**config.mk**
```make
export PLATFORM = sky130hd
export DESIGN_NAME = serial_frame_receiver_status_decoder
export DESIGN_NICKNAME = d
export VERILOG_FILES = /design/src/rtl/sfrsd_pkg.sv /design/src/rtl/sfrsd_in_stage.sv /design/src/rtl/sfrsd_parser.sv /design/src/rtl/sfrsd_out_stage.sv /design/src/rtl/serial_frame_receiver_status_decoder.sv
export SDC_FILE = /design/constraint.sdc
export NUM_CORES = 1
export LEC_CHECK = 0
export BUFFER_PORTS_ARGS = -buffer_cell sky130_fd_sc_hd__buf_2
export CAP_MARGIN = 20
export CORE_MARGIN = 1.5
export CORE_UTILIZATION = 65
export DETAILED_ROUTE_END_ITERATION = 16
export GPL_ROUTABILITY_DRIVEN = 0
export GPL_TIMING_DRIVEN = 1
export PLACE_DENSITY_LB_ADDON = 0.08
export SLEW_MARGIN = 20
export SYNTH_ARGS = -nofsm -noshare
export SYNTH_HDL_FRONTEND = slang
export SYNTH_SLANG_ARGS = --single-unit
```
**constraint.sdc**
```tcl
create_clock -name aclk -period 5.6 [get_ports aclk]
set_input_delay 0.56 -clock aclk [delete_from_list [all_inputs] [get_ports aclk]]
set_output_delay 0.56 -clock aclk [all_outputs]
set_load 0.02 [all_outputs]
```
**src/rtl/sfrsd_pkg.sv**
```systemverilog
`timescale 1ns / 1ps
// ----------------------------------------------------------------------------
// Serial frame receiver package
// Shared constants and the result record of the frame receiver.
// ----------------------------------------------------------------------------
package sfrsd_pkg;

    localparam int RX_W    = 8;
    localparam int POS_W   = 17;
    localparam int LEN_W   = 16;
    localparam int TDATA_W = 32;

    localparam logic [7:0] HDR_FIRST      = 8'h55;
    localparam logic [7:0] HDR_SECOND     = 8'hAA;
    localparam logic [7:0] CMD_STATUS     = 8'h07;
    localparam logic [7:0] CMD_TIME       = 8'h1C;
    localparam logic [7:0] DP_POWER       = 8'h01;
    localparam logic [7:0] DP_SETPOINT    = 8'h02;
    localparam logic [7:0] DP_TEMPERATURE = 8'h03;
    localparam logic [7:0] DP_HEATING     = 8'h0E;
    localparam logic [7:0] HEAT_ON_VAL    = 8'h00;
    localparam logic [7:0] HEAT_OFF_VAL   = 8'h01;

    localparam logic [7:0] SETPOINT_RESET = 8'd18;
    localparam logic [7:0] TEMP_UNKNOWN   = 8'd128;

    typedef logic [POS_W-1:0] pos_t;

    localparam pos_t POS_HUNT   = 17'd0;
    localparam pos_t POS_HDR2   = 17'd1;
    localparam pos_t POS_BODY   = 17'd2;
    localparam pos_t POS_CMD    = 17'd3;
    localparam pos_t POS_LEN_HI = 17'd4;
    localparam pos_t POS_LEN_LO = 17'd5;
    localparam pos_t POS_DP     = 17'd6;
    localparam pos_t POS_B10    = 17'd10;
    localparam pos_t POS_B13    = 17'd13;

    typedef struct packed {
        logic       request_time_send;
        logic       request_power_on;
        logic [7:0] room_temperature;
        logic [7:0] room_setpoint;
        logic       heating_active;
        logic       device_is_on;
        logic [7:0] command_code;
        logic       frame_status;
    } result_t;

endpackage

```
**src/rtl/sfrsd_in_stage.sv**
```systemverilog
`timescale 1ns / 1ps
// ----------------------------------------------------------------------------
// Input register
// Holds one received byte until the parser consumes it.
// ----------------------------------------------------------------------------
module sfrsd_in_stage (
    input  logic                  aclk,
    input  logic                  aresetn,
    input  logic                  s_tvalid,
    output logic                  s_tready,
    input  logic [sfrsd_pkg::RX_W-1:0] s_tdata,
    input  logic                  take,
    output logic                  byte_valid,
    output logic [sfrsd_pkg::RX_W-1:0] byte_data
);
    import sfrsd_pkg::*;

    logic            valid_reg;
    logic            valid_next;
    logic [RX_W-1:0] data_reg;
    logic [RX_W-1:0] data_next;

    assign s_tready   = !valid_reg || take;
    assign byte_valid = valid_reg;
    assign byte_data  = data_reg;

    always_comb begin
        valid_next = valid_reg;
        data_next  = data_reg;
        if (s_tvalid && s_tready) begin
            valid_next = 1'b1;
            data_next  = s_tdata;
        end else if (take) begin
            valid_next = 1'b0;
        end
    end

    always_ff @(posedge aclk) begin
        if (!aresetn) begin
            valid_reg <= 1'b0;
        end else begin
            valid_reg <= valid_next;
        end
        data_reg <= data_next;
    end

endmodule

```
**src/rtl/sfrsd_parser.sv**
```systemverilog
`timescale 1ns / 1ps
// ----------------------------------------------------------------------------
// Frame parser and status decoder
// Tracks the frame position, length and running sum, and applies status
// reports when a checksum byte with a matching sum arrives.
// ----------------------------------------------------------------------------
module sfrsd_parser (
    input  logic                       aclk,
    input  logic                       aresetn,
    input  logic                       fire,
    input  logic [sfrsd_pkg::RX_W-1:0] rx_byte,
    input  logic                       keep_device_on,
    output logic                       res_valid,
    output sfrsd_pkg::result_t         res
);
    import sfrsd_pkg::*;

    pos_t             pos_reg,   pos_next;
    logic [LEN_W-1:0] len_reg,   len_next;
    logic [7:0]       sum_reg,   sum_next;
    logic [7:0]       cmd_reg,   cmd_next;
    logic [7:0]       dp_reg,    dp_next;
    logic [7:0]       b10_reg,   b10_next;
    logic [7:0]       b13_reg,   b13_next;
    logic             power_reg, power_next;
    logic             sent_reg,  sent_next;
    logic             heat_reg,  heat_next;
    logic [7:0]       setp_reg,  setp_next;
    logic [7:0]       temp_reg,  temp_next;

    logic       is_ck;
    logic       good;
    logic [7:0] dp_eff;
    logic [7:0] b10_eff;
    logic [7:0] b13_eff;
    logic       req_on;
    logic       req_time;

    assign is_ck = (pos_reg >= POS_DP) && (pos_reg == POS_DP + {1'b0, len_reg});
    assign good  = (rx_byte == sum_reg);

    // The checksum byte itself may land on a captured offset in a short frame.
    assign dp_eff  = (pos_reg == POS_DP)  ? rx_byte : dp_reg;
    assign b10_eff = (pos_reg == POS_B10) ? rx_byte : b10_reg;
    assign b13_eff = (pos_reg == POS_B13) ? rx_byte : b13_reg;

    always_comb begin
        power_next = power_reg;
        sent_next  = sent_reg;
        heat_next  = heat_reg;
        setp_next  = setp_reg;
        temp_next  = temp_reg;
        req_on     = 1'b0;
        req_time   = 1'b0;
        if (is_ck && good) begin
            if (cmd_reg == CMD_STATUS) begin
                unique case (dp_eff)
                    DP_POWER: begin
                        power_next = (b10_eff != 8'd0);
                        if (!power_next) begin
                            if (!sent_reg || keep_device_on) begin
                                req_on    = 1'b1;
                                sent_next = 1'b1;
                            end
                            heat_next = 1'b0;
                        end
                    end
                    DP_SETPOINT:    setp_next = b13_eff;
                    DP_TEMPERATURE: temp_next = b13_eff;
                    DP_HEATING: begin
                        if (b10_eff == HEAT_ON_VAL) begin
                            heat_next = power_reg;
                        end else if (b10_eff == HEAT_OFF_VAL) begin
                            heat_next = 1'b0;
                        end
                    end
                    default: ;
                endcase
            end else if (cmd_reg == CMD_TIME) begin
                req_time = 1'b1;
            end
        end
    end

    always_comb begin
        pos_next = pos_reg;
        len_next = len_reg;
        sum_next = sum_reg;
        cmd_next = cmd_reg;
        dp_next  = dp_reg;
        b10_next = b10_reg;
        b13_next = b13_reg;
        if (pos_reg == POS_HUNT) begin
            if (rx_byte == HDR_FIRST) begin
                cmd_next = 8'd0;
                dp_next  = 8'd0;
                b10_next = 8'd0;
                b13_next = 8'd0;
                len_next = '0;
                sum_next = rx_byte;
                pos_next = POS_HDR2;
            end
        end else if (pos_reg == POS_HDR2) begin
            if (rx_byte == HDR_SECOND) begin
                sum_next = sum_reg + rx_byte;
                pos_next = POS_BODY;
            end else begin
                pos_next = POS_HUNT;
            end
        end else begin
            if (pos_reg == POS_CMD) cmd_next = rx_byte;
            dp_next  = dp_eff;
            b10_next = b10_eff;
            b13_next = b13_eff;
            if (is_ck) begin
                pos_next = POS_HUNT;
            end else begin
                if (pos_reg == POS_LEN_HI) len_next = {rx_byte, 8'h00};
                if (pos_reg == POS_LEN_LO) len_next = {len_reg[LEN_W-1:8], rx_byte};
                sum_next = sum_reg + rx_byte;
                pos_next = pos_reg + POS_HDR2;
            end
        end
    end

    assign res_valid             = is_ck;
    assign res.frame_status      = !good;
    assign res.command_code      = cmd_reg;
    assign res.device_is_on      = power_next;
    assign res.heating_active    = heat_next;
    assign res.room_setpoint     = setp_next;
    assign res.room_temperature  = temp_next;
    assign res.request_power_on  = req_on;
    assign res.request_time_send = req_time;

    always_ff @(posedge aclk) begin
        if (!aresetn) begin
            pos_reg   <= POS_HUNT;
            len_reg   <= '0;
            sum_reg   <= 8'd0;
            cmd_reg   <= 8'd0;
            dp_reg    <= 8'd0;
            b10_reg   <= 8'd0;
            b13_reg   <= 8'd0;
            power_reg <= 1'b0;
            sent_reg  <= 1'b0;
            heat_reg  <= 1'b0;
            setp_reg  <= SETPOINT_RESET;
            temp_reg  <= TEMP_UNKNOWN;
        end else if (fire) begin
            pos_reg   <= pos_next;
            len_reg   <= len_next;
            sum_reg   <= sum_next;
            cmd_reg   <= cmd_next;
            dp_reg    <= dp_next;
            b10_reg   <= b10_next;
            b13_reg   <= b13_next;
            power_reg <= power_next;
            sent_reg  <= sent_next;
            heat_reg  <= heat_next;
            setp_reg  <= setp_next;
            temp_reg  <= temp_next;
        end
    end

endmodule

```
**src/rtl/sfrsd_out_stage.sv**
```systemverilog
`timescale 1ns / 1ps
// ----------------------------------------------------------------------------
// Result register
// Holds one frame result until the downstream side takes it.
// ----------------------------------------------------------------------------
module sfrsd_out_stage (
    input  logic               aclk,
    input  logic               aresetn,
    input  logic               fire,
    input  logic               res_valid,
    input  sfrsd_pkg::result_t res,
    output logic               out_ready,
    output logic               m_tvalid,
    input  logic               m_tready,
    output sfrsd_pkg::result_t m_res
);
    import sfrsd_pkg::*;

    logic    valid_reg;
    logic    valid_next;
    result_t res_reg;
    result_t res_next;

    assign out_ready = !valid_reg || m_tready;
    assign m_tvalid  = valid_reg;
    assign m_res     = res_reg;

    always_comb begin
        valid_next = valid_reg;
        res_next   = res_reg;
        if (out_ready) begin
            valid_next = fire && res_valid;
            res_next   = res;
        end
    end

    always_ff @(posedge aclk) begin
        if (!aresetn) begin
            valid_reg <= 1'b0;
        end else begin
            valid_reg <= valid_next;
        end
        res_reg <= res_next;
    end

endmodule

```
**src/rtl/serial_frame_receiver_status_decoder.sv**
```systemverilog
`timescale 1ns / 1ps
// ----------------------------------------------------------------------------
// Serial frame receiver and status decoder
// Assembles 0x55 0xAA framed messages from received bytes, checks the
// checksum and decodes device status reports into one result per frame.
// ----------------------------------------------------------------------------
//  Channel   Direction  Transfer contents
//  s_axis    in         one received byte per transfer
//  m_axis    out        one result per finished frame
//  cfg       in         keep-on flag, written with cfg_wr_en
//
// One byte is accepted every cycle while no result is stalled; m_tvalid for a
// frame rises once its checksum byte has passed from the input register
// through the single parser stage into the result register.
// Reset is synchronous and active low, resets the frame position and the
// device status and clears both valid flags; keep-on resets to one.
// A stalled result holds its register and the input register fills, after
// which s_tready falls until the result is taken.
// ----------------------------------------------------------------------------
module serial_frame_receiver_status_decoder (
    input  logic        aclk,
    input  logic        aresetn,
    input  logic        s_tvalid,
    output logic        s_tready,
    input  logic [7:0]  s_tdata,    // [7:0] rx_byte
    output logic        m_tvalid,
    input  logic        m_tready,
    // [0] frame_status, [8:1] command_code, [9] device_is_on,
    // [10] heating_active, [18:11] room_setpoint, [26:19] room_temperature,
    // [27] request_power_on, [28] request_time_send, [31:29] zero
    output logic [31:0] m_tdata,
    input  logic        cfg_wr_en,
    input  logic        cfg_wr_data
);
    import sfrsd_pkg::*;

    logic            keep_on_reg;
    logic            take;
    logic            out_ready;
    logic            byte_valid;
    logic [RX_W-1:0] byte_data;
    logic            res_valid;
    result_t         res;
    result_t         m_res;

    assign take = byte_valid && out_ready;

    always_ff @(posedge aclk) begin
        if (!aresetn) begin
            keep_on_reg <= 1'b1;
        end else if (cfg_wr_en) begin
            keep_on_reg <= cfg_wr_data;
        end
    end

    sfrsd_in_stage u_in (
        .aclk       (aclk),
        .aresetn    (aresetn),
        .s_tvalid   (s_tvalid),
        .s_tready   (s_tready),
        .s_tdata    (s_tdata),
        .take       (take),
        .byte_valid (byte_valid),
        .byte_data  (byte_data)
    );

    sfrsd_parser u_parser (
        .aclk           (aclk),
        .aresetn        (aresetn),
        .fire           (take),
        .rx_byte        (byte_data),
        .keep_device_on (keep_on_reg),
        .res_valid      (res_valid),
        .res            (res)
    );

    sfrsd_out_stage u_out (
        .aclk      (aclk),
        .aresetn   (aresetn),
        .fire      (take),
        .res_valid (res_valid),
        .res       (res),
        .out_ready (out_ready),
        .m_tvalid  (m_tvalid),
        .m_tready  (m_tready),
        .m_res     (m_res)
    );

    assign m_tdata = {3'b000, m_res};

endmodule

```
==> flow_summary.toml, run 1 <==
[synthesis]
netlist_area_um2 = 6750
ys_types = 69
async_flop_share_pct = 0
synth-compound-area-share_pct = 12.5
synth_top_family_by_area = "simple AND/OR/NAND/NOR gates"
synth_edf_count = 37
synthAdderAreaFrac_pct = 2.52
ys.flop_type = "dfxtp_1"
synth-xor-area-share_pct = 3.24
syn_inst = 719
synth_area_per_cell_um2 = 9.39
synth_mux_area_share_pct = 10.6
synth_seq_area_share_pct = 44.6
synth_warnings = 0
synthSimpleGateAreaFrac_pct = 21.8
ys_ff_latch = 132

[critical_path]
max_stage_delay_ns = 0.92
required_ns = 6.01
arrival_ns = 4.36
critPathTopFamily = "compound AO/OA/AOI/OAI gates"
cp_max_fo = 14
r2r_slack_ns = 1.66
path_cells = "inv_1, ha_1, or4b_1, o311ai_1, nor2_1, or4_1, o211ai_1, o21ai_0, a21o_1"
critPathSlowestCell = "o211ai_1"
cp_num_buf_inv = 1
worstSetupStartpointType = "flip-flop"
worstSetupEndpointType = "flip-flop"
worstSetupPathType = "reg -> reg"

[die]
rows = 37
fp.dieH_um = 105
ios = 48
initial_core_util_pct = 66.3
die_area_um2 = 11000
core_um2 = 10200
fp.dieW_um = 105

[timing]
setup_viol = 0
fin_tns_setup_ns = 0
setup_slack_ns = 1.66
worst_hold_slack_ns = 0.213
min_period_ns = 3.94
rsz0062_at_grt = "false"
finalCritPeriodShare_pct = 70.4
drv_slew = 0
worstMarginPinSlew_ns = 1.12
slew_headroom_pct = 25.3
hold_violations = 0
skew_ns = 0.00601
clock.fmax_ghz = 0.254

[cts]
path_clk_slew_ns = 0.06
cts.sinks = 132
clock_path_buffers = 2
htree_levels = 4
clk_latency_ns = 0.52
hold_buffers = 0
cts_setup_buffers = 0
cts_resized = 0
cts_tree = "yes"
cts_made_buffers = 17
cts-root-buf = "clkbuf_8"

[place]
io_buffers = 44
dp_hpwl_um = 11300
dp_worst_setup_slack_ns = 1.73
placed_cell_area_um2 = 6960

[flow_run]
drv_cap = 0

[global_route]
grt_pass1_wl_um = 26700
grt-ovfl-total = 0
grt_max_degree = 65
grt_pass1_vias = 5379
grt_use_total_pct = 31.0
antenna_found_initial = 0

[power]
power_density_nw_per_um2 = 282
finalPower_mw = 2.13
p_leak_nw = 2.92
vdd_drop_max_mv = 0.391

[detailed_routing]
post_drt_wl_per_cell_um = 18.5
firstDrtPassIters = 5
postRouteAntennaNets = 0
vias = 5630
drc = 0
via_per_inst = 6.34
finalWirelength_um = 16500
dr.first_iter.drc_count = 412

[cells_and_area]
fin_area_um2 = 7560
layout_commonest_cell = "dfxtp_1"
fin_nets = 766
final_cell_mix = "dfxtp_1, nor2_1, nand2_1"
syn2layout_area_growth_pct = 12.0
drive_above_1_share_pct = 15.6
diodes = 0
largest_reg_flops = 29

[worst_hold_path]
worstHoldPathType = "in -> reg"

[outcome]
status = "complete, no violations"
==> cells in the mapped netlist, drive strengths merged, types with 9 or more instances <==
cell type  number  area share (%)
buf            11             1.0
mux2           27             4.5
nand2          47             2.6
and2           13             1.2
xnor2          16             2.1
and3           10            0.93
nor4           15             1.9
nor2           86             5.0
o21ai          30             2.2
nor3           16             1.2
ha             12             2.2
dfxtp          95              28
nand3          36             2.7
a22oi          25             2.9
inv            28             1.6
a21oi          21             1.6
xor2            9             1.2
mux2i          41             6.1
edfxtp         37              16
clkbuf         36             2.0
==> worst paths after layout <==
kind / from / end / depth (start not counted)
setup reg to reg: u_parser.len_reg[1] / u_parser.pos_reg[13] / 9
hold reg to reg: u_parser.sum_reg[6] / u_parser.sum_reg[6] / 2
hold / removal: s_tdata[1] / u_in.byte_data[1] / 1
setup / recovery: u_parser.len_reg[1] / u_parser.pos_reg[13] / 9
==> routing by layer <==
| metal | up-vias | wire length [um] | GRT usage [%] | part of all wire, % |
|---|---|---|---|---|
| met3 | 36 | 964 | 7.42 | 5.9 |
| met4 | 0 | 510 | 14.3 | 3.1 |
| li1 | 2632 | - | - | - |
| met5 | - | 0 | 0 | 0 |
| met1 | 2746 | 6930 | 38.3 | 42 |
| met2 | 216 | 8060 | 51.4 | 49 |
==> layout make-up <==
| type | count | area, um2 |
|---|---|---|
| repair buffers | 46 | 235 |
| clock buffers | 20 | 435 |
| fillers | 758 | 2630 |
| flip-flops and latches | 132 | 3010 |
| clock inverters | 12 | 155 |
| multi-input cells | 514 | 3440 |
| well taps | 136 | 170 |
| inverters | 28 | 105 |
==> stage by stage <==
| stage | cells | util (%) |
|---|---|---|
| after floorplan | 721 | - |
| after global placement | 856 | 68.3 |
| after detailed placement | 856 | 68.3 |
| after CTS | 888 | 74.1 |
| after global routing | 888 | 74.2 |
| final | 888 | 74.2 |
==> worst register-to-register path: stages (launching register included) <==
cell and delay (ns):
dfxtp_1 0.43, inv_1 0.07, ha_1 0.31, or4b_1 0.54, o311ai_1 0.27, nor2_1 0.13, or4_1 0.73, o211ai_1 0.92
o21ai_0 0.23, a21o_1 0.21
==> where the power goes <==
part           leakage [nW]  switching, mW  total [mW]  internal, mW
clock                 0.287          0.407        1.10         0.690
combinational          1.45         0.0283      0.0408        0.0126
sequential             1.18         0.0137       0.996         0.982
==> logic make-up (layout without fill, tap and decap cells) <==
kind of cell | count (synthesis) | in the layout
fa+ha+maj | 13 | 13
mux | 68 | 68
buf+inv | 75 | 106
flops | 132 | 132
compound gates | 124 | 124
xor+xnor | 25 | 25
other cells | 1 | 3
simple gates | 281 | 281
Power figures use the tool's default switching activity.
==> run 2, diff against run 1 <==
--- a/config.mk
+++ b/config.mk
@@ -8,7 +8,7 @@
 export BUFFER_PORTS_ARGS = -buffer_cell sky130_fd_sc_hd__buf_2
 export CAP_MARGIN = 20
 export CORE_MARGIN = 1.5
-export CORE_UTILIZATION = 65
+export CORE_UTILIZATION = 61
 export DETAILED_ROUTE_END_ITERATION = 16
 export GPL_ROUTABILITY_DRIVEN = 0
 export GPL_TIMING_DRIVEN = 1
==> constraint.sdc (replaced) <==
create_clock -name aclk -period 3.8 [get_ports aclk]
set_input_delay 0.38 -clock aclk [delete_from_list [all_inputs] [get_ports aclk]]
set_output_delay 0.38 -clock aclk [all_outputs]
set_load 0.02 [all_outputs]
==> flow_summary.toml, run 2 (synthesis results as in run 1) <==
[timing]
slew_headroom_pct = 49.4
finalCritPeriodShare_pct = 92.9
fin_tns_setup_ns = 0
min_period_ns = 3.53
skew_ns = 0.00596
rsz0062_at_grt = "false"
clock.fmax_ghz = 0.283
worstMarginPinSlew_ns = 0.756
drv_slew = 0
hold_violations = 0
setup_viol = 0

[place]
dp_hpwl_um = 11800
dp.cells = 878
io_buffers = 44
placed_cell_area_um2 = 7100

[cells_and_area]
diodes = 0
largest_reg_flops = 29
regArea_um2 = 3010
syn2layout_area_growth_pct = 14.2
instances_no_fill = 915
fin_nets = 789
drive_above_1_share_pct = 16.9
fill_cells = 803
fin_area_um2 = 7710
multi_input_area_um2 = 3440
layout_commonest_cell = "dfxtp_1"
final_cell_mix = "dfxtp_1, nor2_1, nand2_1"

[die]
fp.dieW_um = 108
fp.dieH_um = 108
rows = 38
ios = 48
initial_core_util_pct = 62.5
core_um2 = 10800
die_area_um2 = 11700

[detailed_routing]
post_drt_wl_per_cell_um = 18.9
finalWirelength_um = 17300
vias = 5687
drc = 0
firstDrtPassIters = 6
dr.first_iter.drc_count = 542
via_per_inst = 6.22
postRouteAntennaNets = 0

[global_route]
grt_pass1_wl_um = 27600
grt_pass1_vias = 5450
grt_use_total_pct = 31.1
antenna_found_initial = 0
grt_max_degree = 65
grt-ovfl-total = 0

[critical_path]
reg2reg_from = "u_parser.len_reg[1]"
critPathSlowestCell = "or4b_1"
worstSetupEndpointType = "flip-flop"
reg2reg_to = "u_out.m_res[23]"
r2r_slack_ns = 0.27
path_cells = "inv_1, ha_1, or4b_1, o311ai_1, nor2_1, or4_1, or2_1, nor2_4, mux2_2"
critPathTopFamily = "simple AND/OR/NAND/NOR gates"
worstSetupPathType = "reg -> reg"
max_stage_delay_ns = 0.53
cp_max_fo = 9
worstSetupStartpointType = "flip-flop"
required_ns = 4.08
worst_r2r_path_depth = 9
cp_num_buf_inv = 1
arrival_ns = 3.81

[cts]
cts_resized = 0
cts_setup_buffers = 0
cts-root-buf = "clkbuf_8"
clk_latency_ns = 0.53
clock_path_buffers = 2
cts_tree = "yes"
htree_levels = 4
path_clk_slew_ns = 0.06
cts_made_buffers = 17
cts.sinks = 132

[worst_hold_path]
worstHoldStart = "s_tdata[5]"
whs_endpoint = "u_in.byte_data[5]"
worstHoldPathType = "in -> reg"
worstHoldPathCells = 1

[power]
vdd_drop_max_mv = 0.343
p_leak_nw = 2.99
power_density_nw_per_um2 = 401

[outcome]
status = "complete, no violations"

[flow_run]
drv_cap = 0
[run 2: area by class of cell]
class	instances	share of cell area (%)
multi-input combinational	514	44.6
sequential	132	39.1
clock buffer	20	5.52
timing repair buffer	69	5.45
tap	140	2.27
clock inverter	12	1.72
inverter	28	1.36
[run 2: routing by layer]
metal | track usage (%) | routed length (um)
met5 | 0 | 0
met4 | 14.9 | 444
met3 | 6.87 | 1080
met2 | 49.8 | 8270
met1 | 39.8 | 7490
[run 2: what timing repair did]
action / CTS / global route
endpoints found under the hold margin: 5 / 0
setup endpoints to repair: 0 / 0
hold buffers: 5 / 0
[run 2: report_power, final]
group | internal, mW | switching, mW
Clock | 0.934 | 0.616
Combinational | 0.0268 | 0.0595
Sequential | 1.45 | 0.00691
Total | 2.41 | 0.682
[run 2: worst max-delay path by stage]
stage | start | to | slack [ns] | cells past startpoint
finish | u_parser.len_reg[1] | u_out.m_res[23] | 0.27 | 9
global route | u_parser.len_reg[4] | u_out.m_res[23] | 0.12 | 8
CTS | u_parser.len_reg[1] | u_out.m_res[17] | 0.30 | 9
detailed placement | u_parser.len_reg[1] | u_out.m_res[11] | 0.33 | 9
global placement | u_parser.len_reg[1] | u_out.m_res[24] | 0.42 | 9
floorplan | u_parser.len_reg[1] | u_out.m_res[19] | 0.38 | 12
[run 2: through the flow]
step	hold slack [ns]	utilization [%]	setup slack (ns)	power [mW]
after floorplan	0.421	-	0.377	1.53
after global placement	0.440	65.7	0.417	1.56
after detailed placement	0.444	65.7	0.334	1.56
after CTS	0.00312	71.4	0.302	3.10
after global routing	0.00928	71.4	0.117	3.17
final	0.0216	71.4	0.269	3.09
